File: config.mk
export PLATFORM = sky130hd
export DESIGN_NAME = sqlist_cell
export DESIGN_NICKNAME = d
export VERILOG_FILES = /design/src/design/sqlist_pkg.sv /design/src/design/sqlist_cell.sv
export SDC_FILE = /design/constraint.sdc
export NUM_CORES = 1
export LEC_CHECK = 0
export BUFFER_PORTS_ARGS = -buffer_cell sky130_fd_sc_hd__buf_2
export CELL_PAD_IN_SITES_DETAIL_PLACEMENT = 2
export CELL_PAD_IN_SITES_GLOBAL_PLACEMENT = 2
export CORE_AREA = 2 2 115 117
export CTS_BUF_LIST = sky130_fd_sc_hd__clkbuf_4 sky130_fd_sc_hd__clkbuf_8
export CTS_CLUSTER_DIAMETER = 120
export DETAILED_ROUTE_END_ITERATION = 16
export DIE_AREA = 0 0 117 119
export GPL_TIMING_DRIVEN = 0
export PLACE_DENSITY = 0.72
export SLEW_MARGIN = 15
export SYNTH_ARGS = -nofsm -noshare
export SYNTH_HDL_FRONTEND = slang
export SYNTH_SLANG_ARGS = --single-unit
File: constraint.sdc
create_clock -name clk -period 3.9 [get_ports clk]
set_input_delay 0.585 -clock clk [delete_from_list [all_inputs] [get_ports clk]]
set_output_delay 0.585 -clock clk [all_outputs]
set_load 0.02 [all_outputs]
File: src/design/sqlist_pkg.sv
package sqlist_pkg;

  // Number of cells built into the row.
  localparam int CAPACITY = 512;

  localparam int DATA_W = 32;
  localparam int CNT_W  = 10;
  localparam int POS_W  = 10;
  localparam int IDX_W  = (CAPACITY > 1) ? $clog2(CAPACITY) : 1;

  // Reset value of the capacity register.
  localparam logic [CNT_W-1:0] MAX_LENGTH_RESET = CNT_W'(512);

  // Depth of the radix-8 read tree that gathers one cell's word.
  function automatic int tree_levels(int n);
    int lvl;
    int span;
    lvl  = 0;
    span = 1;
    while (span < n) begin
      span = span * 8;
      lvl  = lvl + 1;
    end
    return (lvl < 1) ? 1 : lvl;
  endfunction

  localparam int TREE_LVLS   = tree_levels(CAPACITY);
  localparam int TREE_LEAVES = 8 ** TREE_LVLS;
  localparam int TREE_NODES  = (TREE_LEAVES - 1) / 7;

  typedef enum logic [1:0] {
    CMD_FIND   = 2'd0,
    CMD_INSERT = 2'd1,
    CMD_DELETE = 2'd2
  } command_t;

  localparam logic [1:0] ST_OK           = 2'd0;
  localparam logic [1:0] ST_BAD_POSITION = 2'd1;
  localparam logic [1:0] ST_FULL         = 2'd2;

  // Broadcast to every cell in the row.
  typedef struct packed {
    logic              ins;
    logic              del;
    logic              rd;
    logic [IDX_W-1:0]  tgt;
    logic [DATA_W-1:0] value;
  } cell_ctrl_t;

endpackage

File: src/design/sqlist_cell.sv
module sqlist_cell (
  input  logic                       clk,
  input  sqlist_pkg::cell_ctrl_t     ctrl,
  input  logic [sqlist_pkg::IDX_W-1:0]  idx,
  input  logic [sqlist_pkg::DATA_W-1:0] left_data,
  input  logic [sqlist_pkg::DATA_W-1:0] right_data,
  output logic [sqlist_pkg::DATA_W-1:0] data,
  output logic [sqlist_pkg::DATA_W-1:0] leaf
);
  import sqlist_pkg::*;

  logic [DATA_W-1:0] data_next;

  // Insert pulls from the lower neighbor above the target, delete pulls
  // from the upper neighbor at and above the target.
  always_comb begin
    data_next = data;
    if (ctrl.ins && (idx > ctrl.tgt)) begin
      data_next = left_data;
    end else if (ctrl.ins && (idx == ctrl.tgt)) begin
      data_next = ctrl.value;
    end else if (ctrl.del && (idx >= ctrl.tgt)) begin
      data_next = right_data;
    end
  end

  always_ff @(posedge clk) begin
    data <= data_next;
    leaf <= (ctrl.rd && (idx == ctrl.tgt)) ? data : '0;
  end

endmodule

# After elaboration in Yosys (flattened, before gate mapping)
# Cells that the tools add are included.
[totals] regBits=64 in_bits=118 output_inout_bits=64 word_cells=13
[classes] order_cmp=2 n_eq_ne=1 mux=3 n_reduce_logical=5
[ops] cell="$mux W32" count=3
[ops] cell="$eq A9 B9 Y1" count=1
[ops] cell="$ge A9 B9 Y1" count=1
[ops] cell="$gt A9 B9 Y1" count=1
[ops] cell="$logic_and A1 B1 Y1" count=4
[ops] cell="$reduce_bool A3 Y1" count=1

# Depth between registers and ports, before layout
# Gate-level depths: netlist of run 1.
[depth] ltp_word=5 ltp_mapped=8

# Least setup slack after synthesis of run 1
# OpenSTA, ideal clock, no wires.
[synth_path] path_kind="input to register" from="input ctrl[40] (netlist name)" to="register data[0] (netlist name) (enable)" arrival_time_ns=3.285 t_required_ns=3.468 slack_ns=0.183 cell_stages=7 cell_sequence="inv_1 > ha_1 > nand4_2 > nor3_4 > clkbuf_1 > inv_1 > a21oi_1"
[synth_via] elab_chain_cells=3 word_cells_on_any_way=7 cone_classes="2 x order compare; 1 x eq/ne; 4 x reduce/logical"
[synth_rtl] element="start: declaration" line="sqlist_cell.sv:3" rtl="input sqlist_pkg::cell_ctrl_t ctrl,"
[synth_rtl] element="$gt A9 B9 Y1 (tied with other cells)" line="sqlist_cell.sv:18" rtl="if (ctrl.ins && (idx > ctrl.tgt)) begin"
[synth_rtl] element="$logic_and A1 B1 Y1, on equally long branches" line="sqlist_cell.sv:18, sqlist_cell.sv:20, sqlist_cell.sv:22"
[synth_rtl] element="$reduce_bool A3 Y1 (no source line) (*)"
[synth_rtl] element="end signal: assignment" line="sqlist_cell.sv:28" rtl="data <= data_next;"
[synth_rtl] element="end: declaration" line="sqlist_cell.sv:7" rtl="output logic [sqlist_pkg::DATA_W-1:0] data,"
# Mark *: on every way between the ends. The rest lies on a longest branch, timed or not.
# A chain may end at the register's enable or synchronous reset.

# Final worst setup path of run 1
[layout_path] from="input ctrl[40] (netlist name)" to="register data[18] (netlist name) (enable)"
# Same word-level chain as after synthesis.

==> results.py, run 1 <==
metrics = {
    "status": {
        "status": "finished clean",
    },
    "place": {
        "place.gp.congestion": 0.7130,
        "dp_hpwl_um": 7431,
        "dp.cells": 567,
        "placed_area_mm2": 0.004046,
        "io_buffers": 181,
    },
    "clock_tree": {
        "cts_buffers": 9,
        "clock-root-buffer": "clkbuf_8",
        "cts_sinks": 64,
        "hold_buffers": 0,
        "cts_resized": 0,
        "h-tree-depth": 3,
        "clock_latency_ns": 0.34,
        "clock_path_buffers": 2,
        "post_cts_buffers": 0,
        "clk_pin_slew_worst_paths_ns": 0.07,
        "tritoncts": "built",
    },
    "critical_path": {
        "reg2reg_to": "leaf[22]",
        "crit_start": "ctrl[40]",
        "crit_path_end_kind": "register",
        "critPathLaunchType": "input pin",
        "r2r-start": "data[22]",
        "path_depth": 9,
        "crit_chain": "buf_2 -> inv_1 -> ha_1 -> nand4_2 -> nor3_4 -> clkbuf_1 -> inv_1 -> a21oi_4 -> buf_16",
        "reg2reg_depth": 1,
        "path_class": "in2reg",
        "crit_family": "buffers and inverters",
        "cp_slowest_cell": "a21oi_4",
        "path_buf_inv": 5,
        "endpoint": "data[18]",
        "path_max_fanout": 18,
        "reg2reg_setup_slack_ns": 3.20,
        "worstPathRequired_ns": 3.95,
        "max_stage_delay_ns": 0.61,
        "crit_arrival_ns": 3.00,
        "crit_top_cell": "inv_1",
    },
    "timing": {
        "fin_crit_sh": 0.7565,
        "max-slew-margin-rel": 0.5309,
        "fmax_mhz": 339.0,
        "hold_viol_final": 0,
        "setup-violations-final": 0,
        "tightest_slew_ns": 0.7021,
        "drv_slew": 0,
        "period_needed_ns": 2.950,
        "fin_skew_ns": 0.004803,
        "rsz0062_at_grt": "false",
    },
    "grt": {
        "grt_max_degree": 19,
        "grt_pass1_vias": 2665,
        "grt_antenna_before_repair": 1,
        "grt_pass1_wl_um": 13600,
        "gr-total-overflow": 0,
        "track_usage": 0.1315,
    },
    "min_path": {
        "min_delay_path_depth": 1,
        "min_from": "data[16]",
        "hold_class": "reg2reg",
    },
    "route": {
        "dr.pass1.iters": 4,
        "totalWireLength_um": 9274,
        "wl_per_cell_um": 15.91,
        "vias_per_cell": 4.141,
        "drtIter0Drc": 53,
        "drc": 0,
        "dr_total_vias": 2414,
        "postRouteAntennaNets": 0,
    },
    "power_and_ir_drop": {
        "powerDensity_mw_per_mm2": 392.1,
        "p_leak_nw": 2.107,
        "irDropWorstVdd_mv": 0.1350,
    },
    "finish": {
        "area_growth_pct": 47.24,
        "finalNonFillerCells": 583,
        "nets": 529,
        "final_util": 0.3295,
        "n_antenna_cell": 0,
        "drive_gt1_frac": 0.5971,
        "fin_area_mm2": 0.004243,
        "num-fill-cells": 1420,
    },
    "floorplanning": {
        "dieHeight_um": 119,
        "die_area_mm2": 0.01392,
        "num_rows": 42,
        "die_w_um": 117,
        "coreArea_mm2": 0.01287,
        "start_util": 0.2238,
        "ios": 182,
    },
    "yosys": {
        "synth_top_family_by_area": "multiplexers",
        "ys_seq_area_frac": 0.5558,
        "synthAdderAreaFrac": 0.03908,
        "synth_xor_area_frac": 0,
        "postSynthCellCount": 209,
        "yosysWarnings": 0,
        "muxShareOfSynthArea": 0.2501,
        "syn_avg_cell_area_um2": 13.79,
        "ys_types": 23,
        "synthSimpleGateAreaFrac": 0.09553,
        "ys_ff_latch": 64,
        "synth_compound_area_frac": 0.01650,
        "synth_nets": 336,
        "synth_area_mm2": 0.002882,
    },
    "flow_run": {
        "cap_violations": 0,
    },
}
cell usage in the layout, fill, tap and decap left out, drive strengths merged, types with 2 or more instances in the layout:
cell type	count
a21oi	3
and3	32
buf	188
clkbuf	18
clkinv	3
dfxtp	32
edfxtp	32
ha	9
inv	12
mux2	64
nand2	2
nand4	2
nor2	2
nor3	2
o21ai	2
per-layer routing:
| metal | up-vias | GRT usage | routed length, um |
|---|---|---|---|
| met5 | - | 0 | 11 |
| met4 | 2 | 0.04118 | 102 |
| met3 | 8 | 0.04987 | 768 |
| met2 | 95 | 0.2446 | 4982 |
| met1 | 1161 | 0.1328 | 3409 |
| li1 | 1148 | - | - |
power breakdown:
group | internal (mW) | leakage [nW] | total [mW] | switching (mW)
Sequential | 0.770 | 0.560 | 0.791 | 0.0207
Clock | 0.323 | 0.105 | 0.571 | 0.249
Combinational | 0.135 | 1.44 | 0.301 | 0.166
cell families after synthesis:
logic type,Yosys count
and+or+nand+nor,41
muxes,64
adders and majority gates,9
DFF,64
buffers and inverters,24
AOI/OAI and AO/OA,7
metrics by stage:
stage / hold WS, ns / TNS, ns / power (mW) / worst slack (ns)
detailed placement: 0.4894 / 0 / 1.116 / 0.4523
global route: 0.5266 / 0 / 1.744 / 0.7476
finish: 0.5020 / 0 / 1.663 / 0.9498
floorplan: 0.6353 / 0 / 0.9647 / 0.1835
global placement: 0.4807 / -43.28 / 1.099 / -1.354
CTS: 0.5090 / 0 / 1.703 / 0.8267
layout make-up:
type                    instances  area [um2]  area share
clock buffers                  12       152.6     0.03598
well taps                     176       220.2     0.05190
flip-flops and latches         64        1602      0.3775
plain buffers                  12       78.83     0.01858
repair buffers                182       933.4      0.2200
multi-input cells             121        1167      0.2751
inverters                      12       45.04     0.01062
clock inverters                 4       43.79     0.01032
state kept, by name (all words and copies together) (netlist names):
register  flops
data         32
leaf         32
synth_stat cells:
master	instances	share of area
mux2_2	34	0.13
and3_1	32	0.069
dfxtp_1	32	0.22
edfxtp_1	32	0.33
mux2_1	30	0.12
inv_1	12	0.016
ha_1	9	0.039
clkbuf_1	6	0.0078
a21oi_1	3	0.0052
buf_4	3	0.0078
buf_6	3	0.012
nor2_1	2	0.0026
a2111oi_2	1	0.0052
a211oi_1	1	0.0026
nand2_1	1	0.0013
nand2_4	1	0.0039
nand4_1	1	0.0022
nand4_2	1	0.0043
nor3_1	1	0.0017
nor3_4	1	0.0056
nor3b_2	1	0.0043
o21ai_0	1	0.0017
o21ai_1	1	0.0017
worst min path at each step:
| stage | endpoint | slack, ns |
|---|---|---|
| global route | leaf[5] | 0.53 |
| finish | leaf[16] | 0.50 |
| global placement | leaf[11] | 0.48 |
| floorplan | leaf[0] | 0.64 |
| CTS | leaf[5] | 0.51 |
| detailed placement | leaf[5] | 0.49 |
Note: power is estimated with default switching activity, not from simulation.
==> inputs of run 2 (changes only) <==
--- a/config.mk
+++ b/config.mk
@@ -8,13 +8,13 @@
 export BUFFER_PORTS_ARGS = -buffer_cell sky130_fd_sc_hd__buf_2
 export CELL_PAD_IN_SITES_DETAIL_PLACEMENT = 2
 export CELL_PAD_IN_SITES_GLOBAL_PLACEMENT = 2
-export CORE_AREA = 2 2 115 117
+export CORE_AREA = 2 2 109 111
 export CTS_BUF_LIST = sky130_fd_sc_hd__clkbuf_4 sky130_fd_sc_hd__clkbuf_8
 export CTS_CLUSTER_DIAMETER = 120
 export DETAILED_ROUTE_END_ITERATION = 16
-export DIE_AREA = 0 0 117 119
+export DIE_AREA = 0 0 111 113
 export GPL_TIMING_DRIVEN = 0
-export PLACE_DENSITY = 0.72
+export PLACE_DENSITY = 0.76
 export SLEW_MARGIN = 15
 export SYNTH_ARGS = -nofsm -noshare
 export SYNTH_HDL_FRONTEND = slang
==> constraint.sdc (replaced) <==
create_clock -name clk -period 2.9 [get_ports clk]
set_input_delay 0.435 -clock clk [delete_from_list [all_inputs] [get_ports clk]]
set_output_delay 0.435 -clock clk [all_outputs]
set_load 0.02 [all_outputs]
==> run 2 against run 1 <==
Worst setup slack worse by 0.61 ns. Combinational power up 35%. Power up 39%. Global-route usage rose by 1.6 points. Critical endpoint is now data[10]. Largest cell class unchanged.
==> results.py, run 2 (same netlist as run 1, synthesis figures left out) <==
metrics = {
    "clock_tree": {
        "tritoncts": "built",
        "cts_resized": 0,
        "hold_buffers": 0,
        "cts_sinks": 64,
        "clock-root-buffer": "clkbuf_8",
        "clock_path_buffers": 2,
        "h-tree-depth": 3,
        "clk_pin_slew_worst_paths_ns": 0.06,
        "clock_latency_ns": 0.33,
        "cts_buffers": 9,
        "post_cts_buffers": 0,
    },
    "floorplanning": {
        "ios": 182,
        "start_util": 0.2556,
        "coreArea_mm2": 0.01127,
        "num_rows": 39,
        "die_area_mm2": 0.01254,
        "dieHeight_um": 113,
        "die_w_um": 111,
    },
    "grt": {
        "grt_util_met3": 0.03696,
        "gr-total-overflow": 0,
        "grt_pass1_wl_um": 14320,
        "busiest_layer": "met2",
        "grtUsageMet2": 0.2838,
        "grt_pass1_vias": 2819,
        "grt_util_met1": 0.1523,
        "grt_max_degree": 23,
        "grt_antenna_before_repair": 0,
        "track_usage": 0.1478,
    },
    "power_and_ir_drop": {
        "swShare": 0.2542,
        "power_switching_mw": 0.5891,
        "combPwrFrac": 0.175,
        "power.internal_mw": 1.729,
        "p_leak_nw": 2.117,
        "p_clk_frac": 0.366,
        "irDropWorstVdd_mv": 0.1776,
        "seqPwrFrac": 0.460,
        "powerDensity_mw_per_mm2": 549.0,
    },
    "timing": {
        "fin_skew_ns": 0.004585,
        "tightest_slew_ns": 0.5900,
        "setup-violations-final": 0,
        "hold_ws_ns": 0.3864,
        "fmax_mhz": 390.8,
        "fin_crit_sh": 0.8823,
        "drv_slew": 0,
        "max-slew-margin-rel": 0.6059,
        "rsz0062_at_grt": "false",
        "period_needed_ns": 2.559,
        "hold_viol_final": 0,
    },
    "finish": {
        "n_antenna_cell": 0,
        "regArea_mm2": 0.001602,
        "num-fill-cells": 1217,
        "final_util": 0.3745,
        "nets": 529,
        "finalNonFillerCells": 550,
        "fin_area_mm2": 0.004222,
        "multi_input_area_mm2": 0.001167,
        "final_cell_mix": "buf_2, mux2_2, and3_1, edfxtp_1, dfxtp_1",
        "drive_gt1_frac": 0.5995,
        "area_growth_pct": 46.50,
        "layout_top_registers": "data (32), leaf (32)",
        "layout_commonest_cell": "buf_2",
    },
    "min_path": {
        "min_to": "leaf[31]",
        "hold_class": "in2reg",
        "min_delay_path_depth": 2,
        "min_from": "ctrl[41]",
    },
    "route": {
        "dr_total_vias": 2428,
        "drc": 0,
        "totalWireLength_um": 9140,
        "dr.pass1.iters": 4,
        "postRouteAntennaNets": 0,
        "vias_per_cell": 4.415,
        "wl_per_cell_um": 16.62,
        "drtIter0Drc": 54,
    },
    "place": {
        "place.gp.congestion": 0.7330,
        "placed_area_mm2": 0.004005,
        "dp.cells": 534,
        "io_buffers": 181,
        "dp_hpwl_um": 7445,
    },
    "critical_path": {
        "reg2reg_setup_slack_ns": 2.19,
        "r2r-start": "data[1]",
        "reg2reg_to": "leaf[1]",
        "path_class": "in2reg",
        "path_max_fanout": 22,
        "crit_path_end_kind": "register",
        "worstPathRequired_ns": 2.94,
        "crit_arrival_ns": 2.60,
        "reg2reg_depth": 1,
        "critPathLaunchType": "input pin",
    },
    "flow_run": {
        "cap_violations": 0,
    },
    "status": {
        "status": "finished clean",
    },
}
run 2: cell types whose count changed in the layout (fill, tap and decap cells not counted), sizes merged:
cell    before  now
bufinv       1    2
clkinv       3    2
run 2: how the worst max path moves through the flow:
stage / slack (ns) / start / cells after the start / to
2_1_floorplan: 0.03 / ctrl[40] / 7 / data[0]
3_3_place_gp: -0.84 / ctrl[40] / 8 / data[2]
3_5_place_dp: -0.1 / ctrl[36] / 9 / data[3]
4_1_cts: 0.28 / ctrl[40] / 9 / data[22]
5_1_grt: 0.12 / ctrl[40] / 9 / data[10]
6_report: 0.34 / ctrl[40] / 9 / data[10]
run 2: metal layers:
layer  part of all wire  wire [um]
met5                  0          0
met4              0.018        161
met3              0.063        580
met2               0.54       4934
met1               0.38       3462
run 2: cell type report:
class | count | share of cell area
multi-input combinational | 121 | 0.2765
timing repair buffer | 182 | 0.2211
sequential | 64 | 0.3794
tap | 143 | 0.04238
buffer | 12 | 0.01867
inverter | 12 | 0.01067
clock inverter | 4 | 0.01660
clock buffer | 12 | 0.03468
run 2: power groups by stage:
stage / Sequential [mW] / Clock (mW) / Combinational [mW]
after floorplan: 1.17 / 0 / 0.126
after global placement: 1.08 / 0 / 0.392
after CTS: 1.07 / 0.881 / 0.417
final: 1.07 / 0.847 / 0.405
after detailed placement: 1.09 / 0 / 0.415
after global routing: 1.07 / 0.914 / 0.442
run 2: stage by stage:
| step | setup slack (ns) | TNS (ns) | total power, mW |
|---|---|---|---|
| after global placement | -0.8382 | -26.73 | 1.474 |
| after detailed placement | -0.09751 | -2.099 | 1.501 |
| final | 0.3412 | 0 | 2.318 |
| after floorplan | 0.03208 | 0 | 1.297 |
| after global routing | 0.1182 | 0 | 2.430 |
| after CTS | 0.2845 | 0 | 2.365 |
run 2: worst max-delay path, stage by stage:
cell and delay (ns):
buf_2 0.08, inv_1 0.03, ha_1 0.30, nand4_2 0.16, nor3_4 0.39, clkbuf_1 0.36
inv_1 0.14, a21oi_4 0.44, buf_16 0.23
